$ cat src/mpps_pkg.sv
`timescale 1ns / 1ps
// ----------------------------------------------------------------------------
// Poll scheduler package
// Shared types and constants of the multi-slot periodic poll scheduler.
// ----------------------------------------------------------------------------
package mpps_pkg;

   localparam int unsigned TIME_W   = 32;
   localparam int unsigned PERIOD_W = 31;
   localparam int unsigned KIND_W   = 2;
   localparam int unsigned PROBE_W  = 4;
   localparam int unsigned SLOTF_W  = 4;
   localparam int unsigned CFG16_W  = 16;
   localparam int unsigned ACTIVE_W = 5;
   localparam int unsigned PADDR_W  = 5;
   localparam int unsigned PDATA_W  = 32;

   localparam logic FUNC_LOAD = 1'b0;
   localparam logic FUNC_TICK = 1'b1;

   localparam logic [KIND_W-1:0] KIND_NONE  = 2'd0;
   localparam logic [KIND_W-1:0] KIND_HUMID = 2'd1;
   localparam logic [KIND_W-1:0] KIND_TEMP  = 2'd2;

   localparam logic ALU_ADD = 1'b0;
   localparam logic ALU_SUB = 1'b1;

   localparam logic [2:0] REG_ACTIVE_COUNT = 3'd0;
   localparam logic [2:0] REG_DEFAULT_PER  = 3'd1;
   localparam logic [2:0] REG_HUMID_MIN    = 3'd2;
   localparam logic [2:0] REG_TEMP_MIN     = 3'd3;
   localparam logic [2:0] REG_WAKE_HORIZON = 3'd4;

   localparam logic [ACTIVE_W-1:0] RST_ACTIVE_COUNT = 5'd0;
   localparam logic [CFG16_W-1:0]  RST_DEFAULT_PER  = 16'd5000;
   localparam logic [CFG16_W-1:0]  RST_HUMID_MIN    = 16'd2000;
   localparam logic [CFG16_W-1:0]  RST_TEMP_MIN     = 16'd1000;
   localparam logic [CFG16_W-1:0]  RST_WAKE_HORIZON = 16'd1000;

   typedef struct packed {
      logic [ACTIVE_W-1:0] active_count;
      logic [CFG16_W-1:0]  default_period_ms;
      logic [CFG16_W-1:0]  humidity_min_period_ms;
      logic [CFG16_W-1:0]  temp_min_period_ms;
      logic [CFG16_W-1:0]  wake_horizon_ms;
   } cfg_type;

   typedef struct packed {
      logic [TIME_W-1:0]   due_time;
      logic [PERIOD_W-1:0] period;
      logic [KIND_W-1:0]   kind;
      logic [PROBE_W-1:0]  probe;
   } entry_type;

endpackage

$ cat src/mpps_if.sv
`timescale 1ns / 1ps
// ----------------------------------------------------------------------------
// Poll scheduler channels
// Request and response channel interfaces with valid/ready handshake.
// ----------------------------------------------------------------------------
interface mpps_req_if;
   logic                          valid;
   logic                          ready;
   logic                          func;
   logic [mpps_pkg::SLOTF_W-1:0]  slot;
   logic [mpps_pkg::KIND_W-1:0]   sensor_kind;
   logic [mpps_pkg::PERIOD_W-1:0] period_request_ms;
   logic [mpps_pkg::PROBE_W-1:0]  probe_index;
   logic [mpps_pkg::TIME_W-1:0]   now_ms;

   modport source (output valid, func, slot, sensor_kind, period_request_ms, probe_index,
                   now_ms, input ready);
   modport sink (input valid, func, slot, sensor_kind, period_request_ms, probe_index,
                 now_ms, output ready);
endinterface

interface mpps_rsp_if;
   logic                         valid;
   logic                         ready;
   logic [mpps_pkg::SLOTF_W-1:0] due_slot;
   logic [mpps_pkg::KIND_W-1:0]  due_kind;
   logic [mpps_pkg::PROBE_W-1:0] due_probe;
   logic [mpps_pkg::TIME_W-1:0]  wake_time_ms;
   logic                         is_summary;
   logic                         last;

   modport source (output valid, due_slot, due_kind, due_probe, wake_time_ms, is_summary,
                   last, input ready);
   modport sink (input valid, due_slot, due_kind, due_probe, wake_time_ms, is_summary,
                 last, output ready);
endinterface

$ cat src/mpps_ram.sv
`timescale 1ns / 1ps
// ----------------------------------------------------------------------------
// Generic RAM
// One write port and one read port with registered read data.
// ----------------------------------------------------------------------------
module mpps_ram #(
   parameter int unsigned WIDTH = 8,
   parameter int unsigned DEPTH = 16
) (
   input  logic                                     clock,
   input  logic                                     we,
   input  logic [(DEPTH > 1 ? $clog2(DEPTH) : 1)-1:0] waddr,
   input  logic [WIDTH-1:0]                         wdata,
   input  logic                                     re,
   input  logic [(DEPTH > 1 ? $clog2(DEPTH) : 1)-1:0] raddr,
   output logic [WIDTH-1:0]                         rdata
);

   logic [WIDTH-1:0] mem_ff [DEPTH];
   logic [WIDTH-1:0] rdata_ff;

   always_ff @(posedge clock) begin
      if (we) begin
         mem_ff[waddr] <= wdata;
      end
      if (re) begin
         rdata_ff <= mem_ff[raddr];
      end
   end

   assign rdata = rdata_ff;

endmodule

$ cat src/mpps_alu.sv
`timescale 1ns / 1ps
// ----------------------------------------------------------------------------
// Shared time adder
// Modulo 2^32 adder and subtractor shared by the steps of the slot walk.
// ----------------------------------------------------------------------------
module mpps_alu (
   input  logic                            op,
   input  logic [mpps_pkg::TIME_W-1:0]     a,
   input  logic [mpps_pkg::TIME_W-1:0]     b,
   output logic [mpps_pkg::TIME_W-1:0]     y
);

   always_comb begin
      unique case (op)
         mpps_pkg::ALU_ADD: y = a + b;
         mpps_pkg::ALU_SUB: y = a - b;
         default:           y = a + b;
      endcase
   end

endmodule

$ cat src/mpps_csr.sv
`timescale 1ns / 1ps
// ----------------------------------------------------------------------------
// Poll scheduler registers
// APB-style configuration registers with read-back.
// ----------------------------------------------------------------------------
module mpps_csr (
   input  logic                            clock,
   input  logic                            reset,
   input  logic                            psel,
   input  logic                            penable,
   input  logic                            pwrite,
   input  logic [mpps_pkg::PADDR_W-1:0]    paddr,
   input  logic [mpps_pkg::PDATA_W-1:0]    pwdata,
   output logic [mpps_pkg::PDATA_W-1:0]    prdata,
   output logic                            pready,
   output mpps_pkg::cfg_type               cfg
);

   mpps_pkg::cfg_type cfg_ff;
   mpps_pkg::cfg_type cfg_in;
   logic [2:0]        index;
   logic              wr_en;

   assign index  = paddr[4:2];
   assign pready = 1'b1;
   assign wr_en  = psel && penable && pwrite;

   always_comb begin
      cfg_in = cfg_ff;
      if (wr_en) begin
         unique case (index)
            mpps_pkg::REG_ACTIVE_COUNT:
               cfg_in.active_count = pwdata[mpps_pkg::ACTIVE_W-1:0];
            mpps_pkg::REG_DEFAULT_PER:
               cfg_in.default_period_ms = pwdata[mpps_pkg::CFG16_W-1:0];
            mpps_pkg::REG_HUMID_MIN:
               cfg_in.humidity_min_period_ms = pwdata[mpps_pkg::CFG16_W-1:0];
            mpps_pkg::REG_TEMP_MIN:
               cfg_in.temp_min_period_ms = pwdata[mpps_pkg::CFG16_W-1:0];
            mpps_pkg::REG_WAKE_HORIZON:
               cfg_in.wake_horizon_ms = pwdata[mpps_pkg::CFG16_W-1:0];
            default: cfg_in = cfg_ff;
         endcase
      end
   end

   always_ff @(posedge clock) begin
      if (reset) begin
         cfg_ff.active_count           <= mpps_pkg::RST_ACTIVE_COUNT;
         cfg_ff.default_period_ms      <= mpps_pkg::RST_DEFAULT_PER;
         cfg_ff.humidity_min_period_ms <= mpps_pkg::RST_HUMID_MIN;
         cfg_ff.temp_min_period_ms     <= mpps_pkg::RST_TEMP_MIN;
         cfg_ff.wake_horizon_ms        <= mpps_pkg::RST_WAKE_HORIZON;
      end else begin
         cfg_ff <= cfg_in;
      end
   end

   always_comb begin
      unique case (index)
         mpps_pkg::REG_ACTIVE_COUNT: prdata = 32'(cfg_ff.active_count);
         mpps_pkg::REG_DEFAULT_PER:  prdata = 32'(cfg_ff.default_period_ms);
         mpps_pkg::REG_HUMID_MIN:    prdata = 32'(cfg_ff.humidity_min_period_ms);
         mpps_pkg::REG_TEMP_MIN:     prdata = 32'(cfg_ff.temp_min_period_ms);
         mpps_pkg::REG_WAKE_HORIZON: prdata = 32'(cfg_ff.wake_horizon_ms);
         default:                    prdata = '0;
      endcase
   end

   assign cfg = cfg_ff;

endmodule

$ cat src/multi_slot_periodic_poll_scheduler.sv
`timescale 1ns / 1ps
// ----------------------------------------------------------------------------
// Multi-slot periodic poll scheduler
// Keeps a table of polling slots and walks it on every time tick.
// ----------------------------------------------------------------------------
// A request word either loads one slot (kind, probe, clamped period, due now)
// or carries the current millisecond time as a tick. A load gives no response.
// A tick walks the first active_count slots, at most SLOTS, one at a time
// through a single shared 32-bit adder and the slot RAM: each slot is read,
// checked, rewritten with its next due time if due, and compared with the
// wake time. Every due slot of known kind gives one read-request word, and
// the walk ends with one summary word holding the earliest wake time,
// flagged last. The request channel is not ready during a walk. Response
// words sit in an output register; when the receiver stalls, the walk waits
// at the next word to be sent. Reset clears the state, the slot index, the
// slot valid bits and the response valid flag; no clearing pass is needed,
// and a slot that was never loaded reads as unassigned.
// ----------------------------------------------------------------------------
module multi_slot_periodic_poll_scheduler #(
   parameter int unsigned SLOTS = 16
) (
   input  logic                         clock,
   input  logic                         reset,
   mpps_req_if.sink                     req_if,
   mpps_rsp_if.source                   rsp_if,
   input  logic                         psel,
   input  logic                         penable,
   input  logic                         pwrite,
   input  logic [mpps_pkg::PADDR_W-1:0] paddr,
   input  logic [mpps_pkg::PDATA_W-1:0] pwdata,
   output logic [mpps_pkg::PDATA_W-1:0] prdata,
   output logic                         pready
);

   localparam int unsigned IDX_W   = SLOTS > 1 ? $clog2(SLOTS) : 1;
   localparam int unsigned ENTRY_W = $bits(mpps_pkg::entry_type);
   localparam int unsigned T_W     = mpps_pkg::TIME_W;

   localparam logic [2:0] S_IDLE  = 3'd0;
   localparam logic [2:0] S_WAKE  = 3'd1;
   localparam logic [2:0] S_CHECK = 3'd2;
   localparam logic [2:0] S_UPD   = 3'd3;
   localparam logic [2:0] S_CMP   = 3'd4;
   localparam logic [2:0] S_SUM   = 3'd5;

   mpps_pkg::cfg_type cfg;

   logic [2:0]       state_ff, state_in;
   logic [IDX_W-1:0] idx_ff, idx_in;
   logic [IDX_W-1:0] last_idx_ff, last_idx_in;
   logic             none_ff, none_in;
   logic [T_W-1:0]   now_ff, now_in;
   logic [T_W-1:0]   wake_ff, wake_in;
   logic [T_W-1:0]   cur_due_ff, cur_due_in;
   logic [SLOTS-1:0] valid_ff, valid_in;
   logic             rd_valid_ff, rd_valid_in;

   logic                         rsp_valid_ff, rsp_valid_in;
   logic [mpps_pkg::SLOTF_W-1:0] rsp_slot_ff, rsp_slot_in;
   logic [mpps_pkg::KIND_W-1:0]  rsp_kind_ff, rsp_kind_in;
   logic [mpps_pkg::PROBE_W-1:0] rsp_probe_ff, rsp_probe_in;
   logic [T_W-1:0]               rsp_wake_ff, rsp_wake_in;
   logic                         rsp_sum_ff, rsp_sum_in;

   logic                alu_op;
   logic [T_W-1:0]      alu_a, alu_b, alu_y;
   logic                ram_we, ram_re;
   logic [IDX_W-1:0]    ram_waddr, ram_raddr;
   mpps_pkg::entry_type ram_wdata, ram_rdata, entry;
   logic                accept, out_free, load_hit, known;
   logic [mpps_pkg::PERIOD_W-1:0] clamped;
   logic [mpps_pkg::ACTIVE_W-1:0] n_eff;

   mpps_csr u_csr (
      .clock   (clock),
      .reset   (reset),
      .psel    (psel),
      .penable (penable),
      .pwrite  (pwrite),
      .paddr   (paddr),
      .pwdata  (pwdata),
      .prdata  (prdata),
      .pready  (pready),
      .cfg     (cfg)
   );

   mpps_alu u_alu (
      .op (alu_op),
      .a  (alu_a),
      .b  (alu_b),
      .y  (alu_y)
   );

   mpps_ram #(
      .WIDTH (ENTRY_W),
      .DEPTH (SLOTS)
   ) u_slot_ram (
      .clock (clock),
      .we    (ram_we),
      .waddr (ram_waddr),
      .wdata (ram_wdata),
      .re    (ram_re),
      .raddr (ram_raddr),
      .rdata (ram_rdata)
   );

   assign req_if.ready = (state_ff == S_IDLE);
   assign accept       = req_if.valid && req_if.ready;
   assign out_free     = !rsp_valid_ff || rsp_if.ready;
   assign load_hit     = accept && (req_if.func == mpps_pkg::FUNC_LOAD) &&
                         (32'(req_if.slot) < SLOTS);

   always_comb begin
      entry = ram_rdata;
      if (!rd_valid_ff) begin
         entry.kind  = mpps_pkg::KIND_NONE;
         entry.probe = '0;
      end
   end

   assign known = (entry.kind == mpps_pkg::KIND_HUMID) ||
                  (entry.kind == mpps_pkg::KIND_TEMP);

   always_comb begin
      priority if (req_if.period_request_ms == '0) begin
         clamped = 31'(cfg.default_period_ms);
      end else if ((req_if.sensor_kind == mpps_pkg::KIND_HUMID) &&
                   (req_if.period_request_ms < 31'(cfg.humidity_min_period_ms))) begin
         clamped = 31'(cfg.humidity_min_period_ms);
      end else if ((req_if.sensor_kind == mpps_pkg::KIND_TEMP) &&
                   (req_if.period_request_ms < 31'(cfg.temp_min_period_ms))) begin
         clamped = 31'(cfg.temp_min_period_ms);
      end else begin
         clamped = req_if.period_request_ms;
      end
   end

   assign n_eff = (32'(cfg.active_count) > SLOTS) ? mpps_pkg::ACTIVE_W'(SLOTS)
                                                  : cfg.active_count;

   always_comb begin
      state_in     = state_ff;
      idx_in       = idx_ff;
      last_idx_in  = last_idx_ff;
      none_in      = none_ff;
      now_in       = now_ff;
      wake_in      = wake_ff;
      cur_due_in   = cur_due_ff;
      valid_in     = valid_ff;
      rsp_valid_in = rsp_valid_ff && !rsp_if.ready;
      rsp_slot_in  = rsp_slot_ff;
      rsp_kind_in  = rsp_kind_ff;
      rsp_probe_in = rsp_probe_ff;
      rsp_wake_in  = rsp_wake_ff;
      rsp_sum_in   = rsp_sum_ff;
      alu_op       = mpps_pkg::ALU_ADD;
      alu_a        = now_ff;
      alu_b        = 32'(cfg.wake_horizon_ms);
      ram_we       = 1'b0;
      ram_waddr    = idx_ff;
      ram_wdata    = entry;
      ram_re       = 1'b0;
      ram_raddr    = idx_ff;
      rd_valid_in  = rd_valid_ff;

      unique case (state_ff)
         S_IDLE: begin
            if (load_hit) begin
               ram_we          = 1'b1;
               ram_waddr       = IDX_W'(req_if.slot);
               ram_wdata.due_time = req_if.now_ms;
               ram_wdata.period   = clamped;
               ram_wdata.kind     = req_if.sensor_kind;
               ram_wdata.probe    = req_if.probe_index;
               valid_in[IDX_W'(req_if.slot)] = 1'b1;
            end
            if (accept && (req_if.func == mpps_pkg::FUNC_TICK)) begin
               now_in      = req_if.now_ms;
               idx_in      = '0;
               none_in     = (n_eff == '0);
               last_idx_in = IDX_W'(n_eff - 5'd1);
               state_in    = S_WAKE;
            end
         end
         S_WAKE: begin
            wake_in     = alu_y;
            ram_re      = 1'b1;
            ram_raddr   = '0;
            rd_valid_in = valid_ff[0];
            state_in    = none_ff ? S_SUM : S_CHECK;
         end
         S_CHECK: begin
            alu_op     = mpps_pkg::ALU_SUB;
            alu_a      = now_ff;
            alu_b      = entry.due_time;
            cur_due_in = entry.due_time;
            state_in   = alu_y[T_W-1] ? S_CMP : S_UPD;
         end
         S_UPD: begin
            alu_op    = mpps_pkg::ALU_ADD;
            alu_a     = now_ff;
            alu_b     = 32'(entry.period);
            ram_we    = 1'b1;
            ram_waddr = idx_ff;
            ram_wdata.due_time = alu_y;
            cur_due_in = alu_y;
            if (!known || out_free) begin
               state_in = S_CMP;
            end
            if (known && out_free) begin
               rsp_valid_in = 1'b1;
               rsp_slot_in  = mpps_pkg::SLOTF_W'(idx_ff);
               rsp_kind_in  = entry.kind;
               rsp_probe_in = entry.probe;
               rsp_wake_in  = '0;
               rsp_sum_in   = 1'b0;
            end
         end
         S_CMP: begin
            alu_op = mpps_pkg::ALU_SUB;
            alu_a  = cur_due_ff;
            alu_b  = wake_ff;
            if (alu_y[T_W-1]) begin
               wake_in = cur_due_ff;
            end
            if (idx_ff == last_idx_ff) begin
               state_in = S_SUM;
            end else begin
               idx_in      = idx_ff + 1'b1;
               ram_re      = 1'b1;
               ram_raddr   = idx_ff + 1'b1;
               rd_valid_in = valid_ff[idx_ff + 1'b1];
               state_in    = S_CHECK;
            end
         end
         S_SUM: begin
            if (out_free) begin
               rsp_valid_in = 1'b1;
               rsp_slot_in  = '0;
               rsp_kind_in  = mpps_pkg::KIND_NONE;
               rsp_probe_in = '0;
               rsp_wake_in  = wake_ff;
               rsp_sum_in   = 1'b1;
               state_in     = S_IDLE;
            end
         end
         default: state_in = S_IDLE;
      endcase
   end

   always_ff @(posedge clock) begin
      if (reset) begin
         state_ff     <= S_IDLE;
         valid_ff     <= '0;
         rsp_valid_ff <= 1'b0;
         idx_ff       <= '0;
      end else begin
         state_ff     <= state_in;
         valid_ff     <= valid_in;
         rsp_valid_ff <= rsp_valid_in;
         idx_ff       <= idx_in;
      end
   end

   always_ff @(posedge clock) begin
      last_idx_ff  <= last_idx_in;
      none_ff      <= none_in;
      now_ff       <= now_in;
      wake_ff      <= wake_in;
      cur_due_ff   <= cur_due_in;
      rd_valid_ff  <= rd_valid_in;
      rsp_slot_ff  <= rsp_slot_in;
      rsp_kind_ff  <= rsp_kind_in;
      rsp_probe_ff <= rsp_probe_in;
      rsp_wake_ff  <= rsp_wake_in;
      rsp_sum_ff   <= rsp_sum_in;
   end

   assign rsp_if.valid        = rsp_valid_ff;
   assign rsp_if.due_slot     = rsp_slot_ff;
   assign rsp_if.due_kind     = rsp_kind_ff;
   assign rsp_if.due_probe    = rsp_probe_ff;
   assign rsp_if.wake_time_ms = rsp_wake_ff;
   assign rsp_if.is_summary   = rsp_sum_ff;
   assign rsp_if.last         = rsp_sum_ff;

endmodule
$ cat src/flat_wrapper.sv
// flat-port wrapper written by rule: the top's interface ports become plain ports
module multi_slot_periodic_poll_scheduler_flat 
#(
   parameter int unsigned SLOTS = 16
)
  (clock, reset, psel, penable, pwrite, paddr, pwdata, prdata, pready, req_if_valid, req_if_func, req_if_slot, req_if_sensor_kind, req_if_period_request_ms, req_if_probe_index, req_if_now_ms, req_if_ready, rsp_if_valid, rsp_if_due_slot, rsp_if_due_kind, rsp_if_due_probe, rsp_if_wake_time_ms, rsp_if_is_summary, rsp_if_last, rsp_if_ready);
  mpps_req_if req_if_i ();
  mpps_rsp_if rsp_if_i ();
  input  logic clock;
  input  logic reset;
  input  logic psel;
  input  logic penable;
  input  logic pwrite;
  input  logic [mpps_pkg::PADDR_W-1:0] paddr;
  input  logic [mpps_pkg::PDATA_W-1:0] pwdata;
  output logic [mpps_pkg::PDATA_W-1:0] prdata;
  output logic pready;
  input wire logic [$bits(req_if_i.valid)-1:0] req_if_valid;
  input wire logic [$bits(req_if_i.func)-1:0] req_if_func;
  input wire logic [$bits(req_if_i.slot)-1:0] req_if_slot;
  input wire logic [$bits(req_if_i.sensor_kind)-1:0] req_if_sensor_kind;
  input wire logic [$bits(req_if_i.period_request_ms)-1:0] req_if_period_request_ms;
  input wire logic [$bits(req_if_i.probe_index)-1:0] req_if_probe_index;
  input wire logic [$bits(req_if_i.now_ms)-1:0] req_if_now_ms;
  output wire logic [$bits(req_if_i.ready)-1:0] req_if_ready;
  output wire logic [$bits(rsp_if_i.valid)-1:0] rsp_if_valid;
  output wire logic [$bits(rsp_if_i.due_slot)-1:0] rsp_if_due_slot;
  output wire logic [$bits(rsp_if_i.due_kind)-1:0] rsp_if_due_kind;
  output wire logic [$bits(rsp_if_i.due_probe)-1:0] rsp_if_due_probe;
  output wire logic [$bits(rsp_if_i.wake_time_ms)-1:0] rsp_if_wake_time_ms;
  output wire logic [$bits(rsp_if_i.is_summary)-1:0] rsp_if_is_summary;
  output wire logic [$bits(rsp_if_i.last)-1:0] rsp_if_last;
  input wire logic [$bits(rsp_if_i.ready)-1:0] rsp_if_ready;
  assign req_if_i.valid = req_if_valid;
  assign req_if_i.func = req_if_func;
  assign req_if_i.slot = req_if_slot;
  assign req_if_i.sensor_kind = req_if_sensor_kind;
  assign req_if_i.period_request_ms = req_if_period_request_ms;
  assign req_if_i.probe_index = req_if_probe_index;
  assign req_if_i.now_ms = req_if_now_ms;
  assign req_if_ready = req_if_i.ready;
  assign rsp_if_valid = rsp_if_i.valid;
  assign rsp_if_due_slot = rsp_if_i.due_slot;
  assign rsp_if_due_kind = rsp_if_i.due_kind;
  assign rsp_if_due_probe = rsp_if_i.due_probe;
  assign rsp_if_wake_time_ms = rsp_if_i.wake_time_ms;
  assign rsp_if_is_summary = rsp_if_i.is_summary;
  assign rsp_if_last = rsp_if_i.last;
  assign rsp_if_i.ready = rsp_if_ready;
  multi_slot_periodic_poll_scheduler #(.SLOTS(SLOTS)) u_core (.clock(clock), .reset(reset), .req_if(req_if_i), .rsp_if(rsp_if_i), .psel(psel), .penable(penable), .pwrite(pwrite), .paddr(paddr), .pwdata(pwdata), .prdata(prdata), .pready(pready));
endmodule
$ cat config.mk
export PLATFORM = sky130hd
export DESIGN_NAME = multi_slot_periodic_poll_scheduler_flat
export DESIGN_NICKNAME = d
export VERILOG_FILES = /design/src/mpps_pkg.sv /design/src/mpps_if.sv /design/src/mpps_ram.sv /design/src/mpps_alu.sv /design/src/mpps_csr.sv /design/src/multi_slot_periodic_poll_scheduler.sv /design/src/flat_wrapper.sv
export SDC_FILE = /design/constraint.sdc
export NUM_CORES = 2
export LEC_CHECK = 0
export ABC_AREA = 1
export BUFFER_PORTS_ARGS = -buffer_cell sky130_fd_sc_hd__buf_2
export CORE_MARGIN = 5
export CORE_UTILIZATION = 25
export DETAILED_ROUTE_END_ITERATION = 7
export SLEW_MARGIN = 5
export SYNTH_ARGS = -nofsm -noshare
export SYNTH_HDL_FRONTEND = slang
export SYNTH_HIERARCHICAL = 1
export SYNTH_SLANG_ARGS = --single-unit
$ cat constraint.sdc
create_clock -name clock -period 5.55 [get_ports clock]
set_input_delay 0.2775 -clock clock [delete_from_list [all_inputs] [get_ports clock]]
set_output_delay 0.2775 -clock clock [all_outputs]
set_load 0.01 [all_outputs]
Yosys cells after proc, flatten, opt, wreduce, memory -nomap -nowiden
Memories as Yosys holds them, arrays and structs flattened. A register that Yosys moved wholly into a read port is not among the register bits. Cells that the tools add are included.

Bits in registers: 238. Bits in latches: 0. Memory bits (writable): 1104. ROM bits: 0. Bits of input ports: 118. Output and inout port bits: 79. Word-level logic and storage cells: 149. Memories: 1.

Memory list: u_core.u_slot_ram.mem_ff (words 16, width 69, read ports 1, clocked after memory_dff 1, write ports 1, RTL line mpps_ram.sv:19) `logic [WIDTH-1:0] mem_ff [DEPTH];`.

$add $sub $neg: 4. $mul: 0. Div/mod/pow operators: 0. $lt $le $gt $ge: 6. Equal/unequal tests: 20. Shifts and indexed selects: 0. Muxes and demuxes: 58. Bitwise gates (word level): 3. Reductions and logical operators: 37.

Operators with widths (number): 32-bit case mux with 2 select lines (5); 32-bit two-way mux (4); 32-bit case mux with 3 select lines (1); 31-bit two-way mux (3); 16-bit case mux with 5 select lines (1); 69-bit two-way mux (1); 31-bit by 16-bit less-than comparator with 1-bit output (2); 37-bit two-way mux (1); 32-bit adder (1); 4-bit case mux with 2 select lines (4); 32-bit subtractor (1); 31-bit zero test (1); 4-bit two-way mux (7); 2-bit AND reduction (10); 3-bit two-way mux (6); 3-bit case mux with 6 select lines (1); 16-bit bitwise OR (1); 3-bit by 2-bit == test with 1-bit output, second input constant (4); 1-bit two-way mux (12); 1-bit logical AND (10); 4-bit by 5-bit less-than comparator with 1-bit output, second input constant (2); 1-bit case mux with 2 select lines (5); 3-bit == test, second input constant (3); 2-bit by 1-bit inequality test with 1-bit output, second input constant (4); 23 further kinds (38).

Logic depth before layout (Yosys ltp)
Depth in word-level cells: 7. Gate-level depth with buffers: 35. Depth with buffers taken out: 34.

Modules after synthesis
The synthesis kept the hierarchy.

Modules (own cells, without submodules): mpps_ram (instances 1, cells each 4538, area each 49359.8 sq um, seq. area each 35223.8 sq um); multi_slot_periodic_poll_scheduler (instances 1, cells each 1419, area each 10991.8 sq um, seq. area each 4834.6 sq um); mpps_csr (instances 1, cells each 557, area each 3569.7 sq um, seq. area each 1381.3 sq um); mpps_alu (instances 1, cells each 705, area each 3388.2 sq um, seq. area each 0.0 sq um).

Worst setup path after synthesis
OpenSTA, ideal clock, no wires.

Kind: register to register. Start point: register u_core.state_ff[2]. End point: register u_core.wake_ff[0], enable pin. Setup time: 0.425 ns. Arrival: 5.263 ns. Required time: 5.125 ns. Path slack: -0.138 ns. Stages on the path, launching flop included: 26. Path buffers: 0. Period minus slack after synthesis: 5.688 ns. Cell sequence: dfxtp_1 -> inv_2 -> nand2_2 -> inv_1 -> nor2_4 -> a221o_1 -> inv_1 -> ha_1 -> nand3_1 -> nor2_1 -> nand2_1 -> xnor2_1 -> nand2_1 -> o21ai_0 -> ha_1 -> nand2_1 -> inv_1 -> nand2_1 -> nand2_1 -> a21oi_1 -> nand2_2 -> nand2_2 -> nand3_1 -> nand2_1 -> inv_1 -> o21ai_1.

Elaborated cells between the ends (all ways): 15. Those cells by class: 2 x add/sub; 5 x eq/ne; 4 x mux; 1 x bitwise; 3 x reduce/logical.

RTL lines: from (decl) (RTL line multi_slot_periodic_poll_scheduler.sv:48) `logic [2:0] state_ff, state_in;`; from (signal assigned) (RTL line multi_slot_periodic_poll_scheduler.sv:258) `state_ff <= state_in;`; 3-bit == test or 3-bit by 2-bit == test with 1-bit output (tied branches) (RTL line multi_slot_periodic_poll_scheduler.sv:166) `unique case (state_ff)`; 32-bit case mux with 3 select lines (*) (RTL line multi_slot_periodic_poll_scheduler.sv:166); via u_core.alu_b[0] (RTL line multi_slot_periodic_poll_scheduler.sv:66) `logic [T_W-1:0] alu_a, alu_b, alu_y;`; 32-bit subtractor or 32-bit adder (tied branches) (RTL line mpps_alu.sv:16, mpps_alu.sv:15); 32-bit case mux with 2 select lines (*) (RTL line mpps_alu.sv:14) `unique case (op)`; via u_core.alu_y[31] (RTL line multi_slot_periodic_poll_scheduler.sv:66); 2-bit by 1-bit inequality test with 1-bit output (no source line) (*); 2-bit AND reduction (no source line) (*); to (signal assigned) (RTL line multi_slot_periodic_poll_scheduler.sv:269) `wake_ff <= wake_in;`; to (decl) (RTL line multi_slot_periodic_poll_scheduler.sv:53) `logic [T_W-1:0] wake_ff, wake_in;`.

Mark *: on every way through the listed nets, which the timed path passes. The rest lies on a longest branch. A chain may end at the register's enable or synchronous reset.

Worst setup path after layout
Start point: register u_core.state_ff[2]. End point: register u_core.state_ff[0].

Elaborated cells between the ends (all ways): 22. Those cells by class: 2 x add/sub; 8 x eq/ne; 6 x mux; 1 x bitwise; 5 x reduce/logical.

RTL lines: 3-bit == test or 3-bit by 2-bit == test with 1-bit output (tied branches) (RTL line multi_slot_periodic_poll_scheduler.sv:166); 32-bit case mux with 3 select lines (*) (RTL line multi_slot_periodic_poll_scheduler.sv:166); via u_core.alu_b[5] (RTL line multi_slot_periodic_poll_scheduler.sv:66); 32-bit subtractor or 32-bit adder (tied branches) (RTL line mpps_alu.sv:16, mpps_alu.sv:15); 32-bit case mux with 2 select lines (*) (RTL line mpps_alu.sv:14); via u_core.alu_y[31] (RTL line multi_slot_periodic_poll_scheduler.sv:66); 3-bit two-way mux (*) (RTL line multi_slot_periodic_poll_scheduler.sv:197) `state_in = alu_y[T_W-1] ? S_CMP : S_UPD;`; 3-bit case mux with 6 select lines (*) (RTL line multi_slot_periodic_poll_scheduler.sv:166).

Marks and branches as above.

==> impl_metrics.tcl <==
set metrics [dict create \
    status "finished clean" \
    slowest_delay_ps 580 \
    worst-setup-path-type "register to register" \
    fin_skew_ps 39.7 \
    crit_path_end_kind "register" \
    drive_above_1_share 0.0864 \
    layout_commonest_cell "nand2_1" \
    max-slew-margin-rel 0.125 \
    worst_slack_ps 307 \
    synth_cell_types 53 \
    dieArea_um2 280000 \
    overflow 0 \
    wl_per_cell_um 18.8 \
    cpMaxStageDelayCell "dlygate4sd3_1" \
    fin_nets 7551 \
    ioPinCount 197 \
    pre_cts_slack_ps 469 \
    path_max_fanout 8 \
    tightest_slew_ps 1310 \
    min_path_cells 5 \
    final_cells 11000 \
    clockRootBuffer "clkbuf_16" \
    combPwrFrac 0.430 \
    fmax_mhz 191 \
    core_um2 268000 \
    clkPwrFrac 0.212 \
    hp-class "input port to register" \
    routed_wl_mm 208 \
    powerDensity_nw_per_um2 570 \
    intPower_mw 25.3 \
    finalHoldViolCount 0 \
    viasPerCell 4.53 \
    max-vdd-ir-drop_mv 0.627 \
    grtUsageTotal 0.144 \
    num_rows 190 \
    post_dp_cell_area_um2 71900 \
    clock_latency_ps 800 \
    drc 0 \
    final_cell_mix "nand2_1, edfxtp_1, inv_1" \
    syn_area_per_cell_um2 9.32 \
    postRouteAntennaNets 0 \
    cap_violations 0 \
    h-tree-depth 4 \
    fin_crit_ps 5240 \
    clk_pin_slew_ps 60 \
    power_frac_seq 0.358 \
    finish.utilization 0.287 \
    ys_ff_latch 1411 \
    cp-start-kind "register" \
    crit_top_cell "nand2_1" \
    grt_pass1_wl_mm 305 \
    holdWs_ps 70.8 \
    die_x_um 529 \
    finalPower_mw 43.9 \
    ys_seq_area_frac 0.616 \
    dieHeight_um 529 \
    synth_edf_count 1318 \
    power_leakage_nw 32.9 \
    place.gp.congestion 0.912 \
    grt_max_degree 206 \
    cts_made_buffers 145 \
    portBuffers 161 \
    cts_tree "yes" \
    finalMaxSlewViolations 0 \
    min_period_over_period 0.945 \
    worstSetupStartpoint "u_core/state_ff[2]" \
    syn_area_um2 67300 \
    worstPathRequired_ps 6230 \
    async_reset_ff_frac 0 \
    dr_total_vias 49900 \
    syn_to_final_growth_pct 14.4 \
    post-dp-hpwl_mm 127 \
    dr.pass1.iters 6 \
    holdCritStartpoint "psel" \
    r2r_start "u_core/state_ff[2]" \
    drt_iter0_markers 4663 \
    synth_ff_type "edfxtp_1" \
    start_util 0.251 \
    yosys_warnings 6 \
    swShare 0.423 \
    placed_cells 10700 \
    fin_tns_setup_ps 0 \
    syn_inst 7219 \
    final_area_um2 77000 \
    clk_path_buf_depth 3 \
    r2r_cells 31 \
    numClockSinks 1411 \
    antenna_found_initial 17 \
    setup_viol 0 \
    power_switching_mw 18.5 \
    grt_pass1_vias 46700 \
    crit_arrival_ps 5920 \
]
==> metal layers <==
layer	vias to the layer above	track usage	share of wire
met1	24000	0.192	0.42
li1	23400	-	-
met2	2203	0.238	0.47
met3	349	0.0223	0.082
met5	-	0	0
met4	0	0.0493	0.033
==> critical path: cells and delay by family, from the launching register on <==
family / cells / cell delay (ps)
fa+ha+maj: 1 / 340
simple gates: 18 / 2010
compound gates: 6 / 1130
flops: 1 / 410
buf+inv: 6 / 1240
==> state kept, by name, summed over array words and instances (netlist names), 16 cells and up <==
signal / cells
u_core/cur_due_ff: 32
u_core/now_ff: 32
u_core/rsp_if.wake_time_ms: 32
u_core/u_csr/cfg: 69
u_core/u_slot_ram/mem_ff: 1104
u_core/u_slot_ram/rdata: 69
u_core/valid_ff: 16
u_core/wake_ff: 32
==> Yosys cell counts (all sizes together), types with 2 or more instances <==
library cell / instances / area (um^2)
clkinv: 2 / 7.51
o22ai: 17 / 106
clkbuf: 73 / 274
nor2: 324 / 1380
xnor2: 13 / 114
and2: 2 / 12.5
o31ai: 2 / 15.0
nor4: 2 / 12.5
nor3: 16 / 135
buf: 277 / 1780
nand3b: 4 / 42.5
nand3: 1010 / 5100
edfxtp: 1318 / 39600
o221ai: 17 / 236
o211ai: 2 / 15.0
dfxtp: 93 / 1860
a22oi: 3 / 27.5
mux2i: 2 / 20.0
xor2: 36 / 315
a221o: 5 / 50.1
nand2: 2428 / 9210
o21ai: 118 / 703
nand4: 15 / 93.8
conb: 2 / 7.51
ha: 64 / 801
inv: 1236 / 4640
a21o: 3 / 22.5
a21oi: 129 / 687
==> worst paths after layout <==
path,slack (ps),to
min,70,u_core/u_csr/cfg[68]
max reg2reg,310,u_core/state_ff[0]
max,310,u_core/state_ff[0]
min reg2reg,470,u_core/valid_ff[6]
==> cells by family after synthesis <==
| logic type | Yosys count | share of synthesized area |
|---|---|---|
| simple gates | 3802 | 0.238 |
| buf+inv | 1588 | 0.0996 |
| flops | 1411 | 0.616 |
| compound gates | 299 | 0.0280 |
| fa+ha+maj | 65 | 0.0122 |
| xor+xnor | 49 | 0.00638 |
| mux | 3 | 0.000465 |
| other cells | 2 | 0.000112 |
==> power by group through the flow <==
stage | Sequential [mW] | Clock, mW | Combinational, mW
floorplan | 15.6 | 0 | 12.9
global placement | 15.9 | 0 | 18.3
detailed placement | 15.9 | 0 | 18.5
CTS | 15.7 | 9.46 | 18.6
global route | 15.8 | 9.91 | 20.9
finish | 15.7 | 9.29 | 18.9
==> final cells by class <==
class	count	area [um^2]
Multi-Input combinational cell	4235	19400
Timing Repair Buffer	337	2580
Clock buffer	176	3810
Fill cell	27600	191000
Antenna cell	2	5.00
Clock inverter	83	611
Inverter	1238	4670
Sequential cell	1411	41400
Tap cell	3552	4440
==> timing repair <==
action                     CTS  global route
setup endpoints to repair    0            23
resized for setup            0             9
hold buffers                60             0
hold endpoints to repair   122             0
buffers inserted             0             5
Power figures use the tool's default switching activity.
